### config.mk
export PLATFORM = sky130hd
export DESIGN_NAME = sorted_list_insert_delete
export DESIGN_NICKNAME = d
export VERILOG_FILES = /design/src/design/sli_pkg.sv /design/src/design/sli_ram.sv /design/src/design/sorted_list_insert_delete.sv
export SDC_FILE = /design/constraint.sdc
export NUM_CORES = 1
export LEC_CHECK = 0
export BUFFER_PORTS_ARGS = -buffer_cell sky130_fd_sc_hd__buf_4
export CAP_MARGIN = 20
export CORE_ASPECT_RATIO = 1.4
export CORE_MARGIN = 1
export CORE_UTILIZATION = 56
export CTS_CLUSTER_DIAMETER = 200
export DETAILED_ROUTE_END_ITERATION = 7
export PLACE_DENSITY = 0.77
export RECOVER_POWER = 100
export SLEW_MARGIN = 0
export SYNTH_ARGS = -nofsm -noshare
export SYNTH_HDL_FRONTEND = slang
export SYNTH_HIERARCHICAL = 1
export SYNTH_SLANG_ARGS = --single-unit
### constraint.sdc
create_clock -name clk -period 7.4 [get_ports clk]
set_clock_uncertainty 0.2 [all_clocks]
set_input_delay 0.74 -clock clk [delete_from_list [all_inputs] [get_ports clk]]
set_output_delay 0.74 -clock clk [all_outputs]
set_load 0.01 [all_outputs]
### src/design/sli_pkg.sv
package sli_pkg;

	localparam int CAPACITY = 16;
	localparam int VAL_W    = 8;
	localparam int CNT_O_W  = 5;

	localparam logic ACT_INSERT = 1'b0;
	localparam logic ACT_DELETE = 1'b1;

	typedef enum logic [1:0] {
		STATUS_DONE      = 2'd0,
		STATUS_NOT_FOUND = 2'd1,
		STATUS_FULL      = 2'd2,
		STATUS_EMPTY     = 2'd3
	} status_t;

	typedef enum logic [1:0] {
		ST_IDLE,
		ST_WALK,
		ST_TAIL,
		ST_FIN
	} state_t;

	typedef struct packed {
		logic             action;
		logic [VAL_W-1:0] value;
	} req_t;

	typedef struct packed {
		logic [1:0]         status;
		logic [CNT_O_W-1:0] entry_count;
		logic [VAL_W-1:0]   smallest_value;
	} res_t;

endpackage

### src/design/sli_ram.sv
module sli_ram #(
	parameter int DEPTH = sli_pkg::CAPACITY,
	parameter int AW    = (DEPTH > 1) ? $clog2(DEPTH) : 1
) (
	input  logic                     clk,
	input  logic                     rd_en,
	input  logic [AW-1:0]            rd_addr,
	output logic [sli_pkg::VAL_W-1:0] rd_data,
	input  logic                     wr_en,
	input  logic [AW-1:0]            wr_addr,
	input  logic [sli_pkg::VAL_W-1:0] wr_data
);

	logic [sli_pkg::VAL_W-1:0] mem [DEPTH];

	always_ff @(posedge clk) begin
		if (wr_en) begin
			mem[wr_addr] <= wr_data;
		end
	end

	always_ff @(posedge clk) begin
		if (rd_en) begin
			rd_data <= mem[rd_addr];
		end
	end

endmodule

### src/design/sorted_list_insert_delete.sv
// flow: a refused insert, an insert into an empty list or a delete on an empty list
// goes straight to the result; otherwise a delete walks the held entries, an insert walks
// them and then writes the tail, one pass over the value memory at one entry a cycle
// throughput: one request in flight; the next is taken the cycle after the result loads
// reset: count cleared, value memory not cleared (only entries below the count are read)
module sorted_list_insert_delete #(
	parameter int CAPACITY = sli_pkg::CAPACITY
) (
	input  logic          clk,
	input  logic          arst_n,
	input  logic          req_valid,
	output logic          req_ready,
	input  sli_pkg::req_t req,
	output logic          res_valid,
	input  logic          res_ready,
	output sli_pkg::res_t res
);

	localparam int AW    = (CAPACITY > 1) ? $clog2(CAPACITY) : 1;
	localparam int CNT_W = $clog2(CAPACITY + 1);
	localparam logic [CNT_W-1:0] FULL_CNT = CNT_W'(CAPACITY);

	sli_pkg::state_t  state_q, state_d;
	sli_pkg::status_t status_q, status_d;
	logic                      act_q, act_d;
	logic [sli_pkg::VAL_W-1:0] val_q, val_d;
	logic [AW-1:0]             ptr_q, ptr_d;
	logic [sli_pkg::VAL_W-1:0] carry_q, carry_d;
	logic                      hit_q, hit_d;
	logic [CNT_W-1:0]          count_q, count_d;
	logic [sli_pkg::VAL_W-1:0] head_q, head_d;
	logic                      res_valid_q;
	sli_pkg::res_t             res_q;

	logic                      rd_en, wr_en;
	logic [AW-1:0]             rd_addr, wr_addr;
	logic [sli_pkg::VAL_W-1:0] rd_data, wr_data;

	logic accept, load, last, hit_now;

	sli_ram #(.DEPTH(CAPACITY), .AW(AW)) u_ram (
		.clk    (clk),
		.rd_en  (rd_en),
		.rd_addr(rd_addr),
		.rd_data(rd_data),
		.wr_en  (wr_en),
		.wr_addr(wr_addr),
		.wr_data(wr_data)
	);

	assign req_ready = (state_q == sli_pkg::ST_IDLE);
	assign accept    = req_valid && req_ready;
	assign load      = (state_q == sli_pkg::ST_FIN) && (!res_valid_q || res_ready);
	assign last      = ((CNT_W'(ptr_q) + CNT_W'(1)) == count_q);
	assign hit_now   = (act_q == sli_pkg::ACT_DELETE) ? (rd_data == val_q)
	                                                  : (val_q <= rd_data);

	// next state
	always_comb begin
		state_d = state_q;
		case (state_q)
			sli_pkg::ST_IDLE: begin
				if (accept) begin
					if (req.action == sli_pkg::ACT_DELETE) begin
						state_d = (count_q == '0) ? sli_pkg::ST_FIN : sli_pkg::ST_WALK;
					end else begin
						state_d = (count_q == FULL_CNT || count_q == '0) ?
							sli_pkg::ST_FIN : sli_pkg::ST_WALK;
					end
				end
			end
			sli_pkg::ST_WALK: begin
				if (last) begin
					state_d = (act_q == sli_pkg::ACT_DELETE) ? sli_pkg::ST_FIN
					                                         : sli_pkg::ST_TAIL;
				end
			end
			sli_pkg::ST_TAIL: state_d = sli_pkg::ST_FIN;
			sli_pkg::ST_FIN: begin
				if (load) begin
					state_d = sli_pkg::ST_IDLE;
				end
			end
			default: state_d = sli_pkg::ST_IDLE;
		endcase
	end

	// datapath and memory control
	always_comb begin
		status_d = status_q;
		act_d    = act_q;
		val_d    = val_q;
		ptr_d    = ptr_q;
		carry_d  = carry_q;
		hit_d    = hit_q;
		count_d  = count_q;
		head_d   = head_q;
		rd_en    = 1'b0;
		rd_addr  = ptr_q;
		wr_en    = 1'b0;
		wr_addr  = ptr_q;
		wr_data  = val_q;
		case (state_q)
			sli_pkg::ST_IDLE: begin
				if (accept) begin
					act_d   = req.action;
					val_d   = req.value;
					ptr_d   = '0;
					hit_d   = 1'b0;
					rd_addr = '0;
					status_d = sli_pkg::STATUS_DONE;
					if (req.action == sli_pkg::ACT_DELETE) begin
						if (count_q == '0) begin
							status_d = sli_pkg::STATUS_EMPTY;
						end else begin
							rd_en = 1'b1;
						end
					end else if (count_q == FULL_CNT) begin
						status_d = sli_pkg::STATUS_FULL;
					end else if (count_q == '0) begin
						wr_en   = 1'b1;
						wr_addr = '0;
						wr_data = req.value;
						head_d  = req.value;
						count_d = CNT_W'(1);
					end else begin
						rd_en = 1'b1;
					end
				end
			end
			sli_pkg::ST_WALK: begin
				hit_d = hit_q || hit_now;
				if (act_q == sli_pkg::ACT_DELETE) begin
					// close the gap behind the removed entry
					if (hit_q) begin
						wr_en   = 1'b1;
						wr_addr = ptr_q - AW'(1);
						wr_data = rd_data;
					end
					if (last) begin
						if (hit_q || hit_now) begin
							count_d  = count_q - CNT_W'(1);
							status_d = sli_pkg::STATUS_DONE;
						end else begin
							status_d = sli_pkg::STATUS_NOT_FOUND;
						end
					end
				end else if (hit_q || hit_now) begin
					wr_en   = 1'b1;
					wr_addr = ptr_q;
					wr_data = hit_q ? carry_q : val_q;
					carry_d = rd_data;
				end
				if (wr_en && wr_addr == '0) begin
					head_d = wr_data;
				end
				if (!last) begin
					rd_en   = 1'b1;
					rd_addr = ptr_q + AW'(1);
					ptr_d   = ptr_q + AW'(1);
				end
			end
			sli_pkg::ST_TAIL: begin
				wr_en    = 1'b1;
				wr_addr  = count_q[AW-1:0];
				wr_data  = hit_q ? carry_q : val_q;
				count_d  = count_q + CNT_W'(1);
				status_d = sli_pkg::STATUS_DONE;
			end
			sli_pkg::ST_FIN: begin
			end
			default: begin
			end
		endcase
	end

	always_ff @(posedge clk or negedge arst_n) begin
		if (!arst_n) begin
			state_q     <= sli_pkg::ST_IDLE;
			count_q     <= '0;
			res_valid_q <= 1'b0;
		end else begin
			state_q <= state_d;
			count_q <= count_d;
			if (load) begin
				res_valid_q <= 1'b1;
			end else if (res_ready) begin
				res_valid_q <= 1'b0;
			end
		end
	end

	always_ff @(posedge clk) begin
		status_q <= status_d;
		act_q    <= act_d;
		val_q    <= val_d;
		ptr_q    <= ptr_d;
		carry_q  <= carry_d;
		hit_q    <= hit_d;
		head_q   <= head_d;
		if (load) begin
			res_q.status         <= status_q;
			res_q.entry_count    <= sli_pkg::CNT_O_W'(count_q);
			res_q.smallest_value <= (count_q == '0) ? '0 : head_q;
		end
	end

	assign res_valid = res_valid_q;
	assign res       = res_q;

	a_count_bound: assert property (@(posedge clk) disable iff (!arst_n)
		count_q <= FULL_CNT)
		else $error("count above capacity");

	a_walk_in_range: assert property (@(posedge clk) disable iff (!arst_n)
		(state_q == sli_pkg::ST_WALK) |-> (CNT_W'(ptr_q) < count_q))
		else $error("walk pointer beyond held entries");

	a_accept_starts: assert property (@(posedge clk) disable iff (!arst_n)
		(req_valid && req_ready) |=> (state_q != sli_pkg::ST_IDLE))
		else $error("accepted request did not start");

	a_tail_room: assert property (@(posedge clk) disable iff (!arst_n)
		(state_q == sli_pkg::ST_TAIL) |-> (count_q < FULL_CNT))
		else $error("insert tail write on full list");

endmodule

# [After elaboration in Yosys (flattened, before gate mapping)]
# Memories as Yosys holds them, arrays and structs flattened. A register that Yosys moved wholly into a read port is not among the register bits.
# Index checks and enable logic that the tools add are counted.
[word_totals] in_bits=13 output_inout_bits=17 ram_bits=128 regBits=55 elab_cells=128 n_memories=1
[memory_table] name="u_ram.mem" depth=16 width=8 rd=1 rd_ports_with_merged_regs=1 write_ports=1 line="sli_ram.sv:14" source="logic [sli_pkg::VAL_W-1:0] mem [DEPTH];"
[op_classes] n_reduce_logical=20 add_sub_neg=5 order_cmp=1 bitwise=1 eq_ne=15 n_mux=72
[op_table] cell="8-bit 2-to-1 mux" n=13
[op_table] cell="4-bit 2-to-1 mux" n=9
[op_table] cell="5-bit 2-to-1 mux" n=7
[op_table] cell="2-bit 2-to-1 mux" n=12
[op_table] cell="8-bit case mux with 3 select lines" n=1
[op_table] cell="1-bit 2-to-1 mux" n=21
[op_table] cell="8-bit case mux with 2 select lines" n=1
[op_table] cell="5-bit case mux with 3 select lines" n=1
[op_table] cell="2-bit inequality test (second input constant)" n=7
[op_table] cell="4-bit case mux with 3 select lines" n=1
[op_table] cell="8-bit == test" n=1
[op_table] cell="8-bit <= comparator" n=1
[op_table] cell="2-bit case mux with 4 select lines" n=1
[op_table] cell="4-bit case mux with 2 select lines" n=1
[op_table] cell="8-bit AND reduction" n=1
[op_table] cell="2-bit case mux with 3 select lines" n=1
[op_table] cell="3-bit AND reduction" n=2
[op_table] cell="6-bit AND reduction" n=1
[op_table] cell="4-bit by 1-bit adder with 5-bit output (second input constant)" n=1
[op_table] cell="5-bit by 1-bit adder with 5-bit output (second input constant)" n=1
[op_table] cell="5-bit == test" n=1
[op_table] cell="5-bit == test (second input constant)" n=1
[op_table] cell="5-bit zero test" n=1
[op_table] cell="5-bit by 1-bit subtractor with 5-bit output (second input constant)" n=1
[op_table] cell="other kinds (17)" n=26

# [Depth between registers and ports, before layout]
[depth] depth_word=9 depth_mapped=12 mapped_depth_nobuf=10

# [Modules after synthesis]
# Netlist, hierarchy kept.
[by_module_without_submodules] module="sli_ram" cells_per_inst=229 instances=1 seq_area_each_um2=4083.9 area_each_um2=5227.5
[by_module_without_submodules] module="sorted_list_insert_delete" cells_per_inst=322 instances=1 seq_area_each_um2=1571.5 area_each_um2=3331.9

# [Least setup slack after synthesis]
# Ideal clock, no wire load.
[synth_path] path_kind="register to register" startpoint="register val_q[6] in the netlist's numbering" endpoint="memory u_ram/mem[0][0] in the netlist's numbering (enable)" path_stages_with_launch=10 synth_period_minus_slack_ns=3.708 path_slack_ns=3.692 path_buffers=0 arrival_time_ns=3.124 path_cell_list="edfxtp_1 -> ha_1 -> a21o_1 -> a2111oi_0 -> nor3_1 -> nor3_1 -> nand2_1 -> a31oi_1 -> or3b_2 -> nor3_1"
[synth_via] elab_chain_len=9 elab_cells_between_ends=10
[synth_lines] element="from (decl)" line="sorted_list_insert_delete.sv:26" source="logic [sli_pkg::VAL_W-1:0] val_q, val_d;"
[synth_lines] element="from (signal assigned)" line="sorted_list_insert_delete.sv:196" source="val_q <= val_d;"
[synth_lines] element="8-bit <= comparator or 8-bit == test (tied branches)" line="sorted_list_insert_delete.sv:56, sorted_list_insert_delete.sv:55"
[synth_lines] element="1-bit 2-to-1 mux (*)" line="sorted_list_insert_delete.sv:55" source="assign hit_now = (act_q == sli_pkg::ACT_DELETE) ? (rd_data == val_q)"
[synth_lines] element="1-bit logical OR (*)" line="sorted_list_insert_delete.sv:148" source="end else if (hit_q || hit_now) begin"
[synth_lines] element="1-bit 2-to-1 mux (*)" line="sorted_list_insert_delete.sv:148"
[synth_lines] element="1-bit 2-to-1 mux (*)" line="sorted_list_insert_delete.sv:133" source="if (act_q == sli_pkg::ACT_DELETE) begin"
[synth_lines] element="1-bit 2-to-1 mux (*)" line="sorted_list_insert_delete.sv:103" source="case (state_q)"
[synth_lines] element="1-bit case mux with 3 select lines (*)" line="sorted_list_insert_delete.sv:103"
[synth_lines] element="net wr_en" line="sorted_list_insert_delete.sv:35" source="logic rd_en, wr_en;"
[synth_lines] element="1-bit 2-to-1 mux (*)" line="sli_ram.sv:17" source="if (wr_en) begin"
[synth_lines] element="1-bit 2-to-1 mux (implied by the code) (*)" line="sli_ram.sv:18" source="mem[wr_addr] <= wr_data;"
[synth_lines] element="to (decl)" line="sli_ram.sv:14"
# The timed path passes the listed nets; every way through them passes the cells marked *. The select of a mux whose other input is x is not followed.

# [Worst setup path after layout]
[layout_path] startpoint="register ptr_q[0]" endpoint="register u_ram/rd_data[6] in the netlist's numbering (read register of u_ram.mem), data pin"
[layout_via] elab_chain_len=4 elab_cells_between_ends=8
[layout_lines] element="from (decl)" line="sorted_list_insert_delete.sv:27" source="logic [AW-1:0] ptr_q, ptr_d;"
[layout_lines] element="from (signal assigned)" line="sorted_list_insert_delete.sv:197" source="ptr_q <= ptr_d;"
[layout_lines] element="4-bit by 1-bit adder with 5-bit output" line="sorted_list_insert_delete.sv:54" source="assign last = ((CNT_W'(ptr_q) + CNT_W'(1)) == count_q);"
[layout_lines] element="5-bit == test" line="sorted_list_insert_delete.sv:54"
[layout_lines] element="4-bit 2-to-1 mux (*)"
[layout_lines] element="4-bit case mux with 2 select lines (*)" line="sorted_list_insert_delete.sv:103"
[layout_lines] element="net ptr_d[1]" line="sorted_list_insert_delete.sv:27"
[layout_lines] element="to (decl)" line="sli_ram.sv:8" source="output logic [sli_pkg::VAL_W-1:0] rd_data,"
# The timed path passes the listed nets; every way through them passes the cells marked *.
# A chain may end at the register's enable or synchronous reset.

==> summary.txt <==
Finish
  – Fin nets: 619
  – Most frequent cells in the layout: edfxtp_1, nand2_1, clkbuf_1, inv_1, nor2_1
  – Commonest non-fill, non-tap cell in the layout: edfxtp_1
  – Post-Route Utilization: 0.633
  – ANT cells: 0
  – P&R area growth vs syn: 10.8%
  – Layout cells sized above 1: 0.115

Global routing
  – Gr ovfl total: 0
  – Initial antenna violation count: 0
  – GR peak layer: met2
  – Largest net degree at the start of global routing: 34
  – Met3 usage: 0.0443
  – GR Layer Usage met2: 0.420
  – Met1 global-route usage: 0.283
  – Vias in the first global route: 5,121
  – Total track usage: 0.243
  – First-pass GRT wire length: 27.9 mm

Status
  – Failing checks: capacitance limit, slew limit
  – Status: finished with violations

Place
  – RD Place Congestion: 0.909
  – Dpl hpwl: ~12 mm
  – IO buf count: 29

Logic synthesis
  – Cell Area, Synth: 8560 µm²
  – Proportion of synthesized area in mux cells: 0.121
  – Count of unique library cells instantiated by Yosys: 56
  – Simple logic cell fraction of the synthesized area: 0.0690
  – Mean Syn Cell Area: 15.5 µm²
  – Ys flop type: edfxtp_1
  – Synth Net Count: ~590
  – Adder-cell area share of the yosys netlist: 0.0316
  – Cell count after synthesis: 551
  – Synth Area in XOR/XNOR: 0.00921
  – Yosys reg bits: 191
  – EDFF count, synth: 179
  – Share of synthesized registers carrying an async set or reset: 0.0419
  – Largest family of logic cells by synthesized area: multiplexers
  – Synth Warn #: 6
  – Sequential area share after synthesis: 0.661
  – Synth Area in Compound Gates: 0.0788

Critical path
  – Critical path buffers and inverters: 2
  – Worst setup path class: flop to flop
  – CP max stage delay: 1.38 ns
  – Data arrival, critical path: between 5 and 6 ns
  – Worst-path fanout max: 33
  – Delay-heaviest family, CP: buffers and inverters
  – WP data required: 7.37 ns
  – Worst setup EP type: flop
  – CP Launch Type: flop
  – CP max-delay cell: clkbuf_1
  – Cell Chain, Critical Path: inv_1, ha_1, xor2_1, nor3_1, a31oi_1, a22o_1, clkbuf_1, mux4_2, a22oi_1, nand2_1

STA
  – Setup TNS: 0 ns
  – Count of final setup violators: 0
  – Tcrit/Tclk final: 0.700
  – Max Transition Viols Final: 34
  – Fin. Hold Viols: 0
  – Maximum clock frequency: 0.193 GHz
  – RSZ-0062 raised after global routing: false
  – Crit path time final: 5.18 ns
  – Rel. slew slack: -0.278
  – Worst-margin pin slew: between 1.5 and 2 ns

Routing
  – DRT antenna net count: 0
  – Via Count: 5,063
  – 1st-iter DRT viols: 443
  – Vias per inst: about 6.4
  – DRC: 0
  – Routed WL: 18.2 mm
  – Initial DRT Pass Iterations: 6
  – Avg WL per Cell: 23.0 µm

Clock network
  – Clock root buffer: clkbuf_16
  – CTS buffer count: 17
  – Clock sink total: between 150 and 200
  – Setup bufs post-CTS: 0
  – Worst-path clk slew: 0.07 ns
  – Worst-Skew Late Latency: 0.43 ns
  – H-tree depth: 4
  – TritonCTS clock tree: done
  – Max clock buf depth: 2

Floorplanning
  – Starting Density: 0.571
  – Die width: approximately 110 µm
  – # IOs: 30
  – Core Box Area: 15,000 µm²
  – Die ar.: around 16,000 µm²
  – Die Y: 148 µm
  – Core Rows: 53

Hold path
  – Hold Crit Class: flop to flop

Pwr
  – Pwr Density: 511 nW/µm²
  – Leak: between 3 and 4 nW
  – VDD IR-drop max: 0.251 mV

Flow run
  – Max Cap Viol: 1
==> cell type report <==
cell class / instances / area [µm²]
multi-input combinational: 307 / 2650
tap: 192 / 240
fill: 1071 / 5500
clock buffer: 17 / 425
clock inverter: 15 / 214
timing repair buffer: 42 / 199
sequential: 191 / 5660
inverter: 26 / 97.6
==> sequential cells by signal, summed over array words and instances (netlist names) <==
register and flops:
res 15, act_q 1, head_q 8, carry_q 8, val_q 8, count_q 5, u_ram/mem 128, status_q 2
u_ram/rd_data 8, ptr_q 4, res_valid 1, hit_q 1, state_q 2
==> cell families (layout without fill, tap and decap cells) <==
logic type	count (synthesis)	count (layout)
flops	191	191
simple gates	120	120
compound gates	100	100
mux	57	57
buf+inv	53	100
fa+ha+maj	21	21
xor+xnor	9	9
==> where the power goes <==
part | leakage, nW | switching [mW] | total [mW] | internal [mW]
Clock | 0.313 | 0.438 | 0.960 | 0.522
Combinational | 1.22 | 1.23 | 2.04 | 0.814
Sequential | 1.77 | 0.160 | 1.84 | 1.68
==> repair_timing <==
action / CTS / global route
hold buffers: 1 / 0
resized for setup: 0 / 0
setup endpoints to repair: 0 / 0
hold endpoints to repair: 8 / 0
==> cell usage after synthesis (3+ instances only) <==
cell,number,area (µm²)
nand3_1,4,20.0
buf_2,5,25.0
mux4_2,18,405
nand2b_1,6,37.5
buf_6,3,33.8
nor3_1,11,55.1
a22oi_1,16,120
o21ai_0,19,95.1
nor4_1,3,18.8
mux2_2,13,146
edfxtp_1,179,5380
clkbuf_1,12,45.0
inv_1,26,97.6
dfxtp_1,4,80.1
clkdlybuf4s25_2,3,30.0
a21oi_1,19,95.1
nor2b_1,18,113
o211ai_1,6,45.0
nand2_1,37,139
xor2_1,3,26.3
mux2i_1,12,120
a221o_1,3,30.0
a31oi_1,8,50.1
nor2_1,26,97.6
ha_1,20,250
a22o_1,4,35.0
mux4_1,14,368
dfrtp_1,8,200
xnor2_1,6,52.6
buf_1,3,11.3
a21o_1,5,37.5
==> path summary, 6_finish.rpt <==
check | start | to | slack, ns | cells after the start
worst max-delay path | ptr_q[0] | u_ram/rd_data[6] | 2.22 | 10
worst min-delay path | status_q[1] | res[14] | 0.23 | 0
worst max register to register | ptr_q[0] | u_ram/rd_data[6] | 2.22 | 10
worst min register to register | status_q[1] | res[14] | 0.23 | 0
max in group asynchronous | arst_n | res_valid | 6.13 | 2
min in group asynchronous | arst_n | count_q[1] | 0.56 | 2
==> routing by layer <==
metal,part of all wire,routed length [µm]
met5,0,0
met4,0.050,914
met3,0.051,930
met2,0.52,9520
met1,0.38,6830
==> stage by stage <==
step	worst slack [ns]	cell area [µm²]	instances	hold slack [ns]	power [mW]
floorplan	3.69	8560	551	0.200	3.28
global placement	2.91	8930	754	0.205	3.76
detailed placement	2.76	8950	756	0.211	3.85
CTS	2.70	9600	789	0.232	4.83
global route	1.96	9490	790	0.251	5.09
finish	2.22	9490	790	0.234	4.85
(Power assumes the default switching activity.)
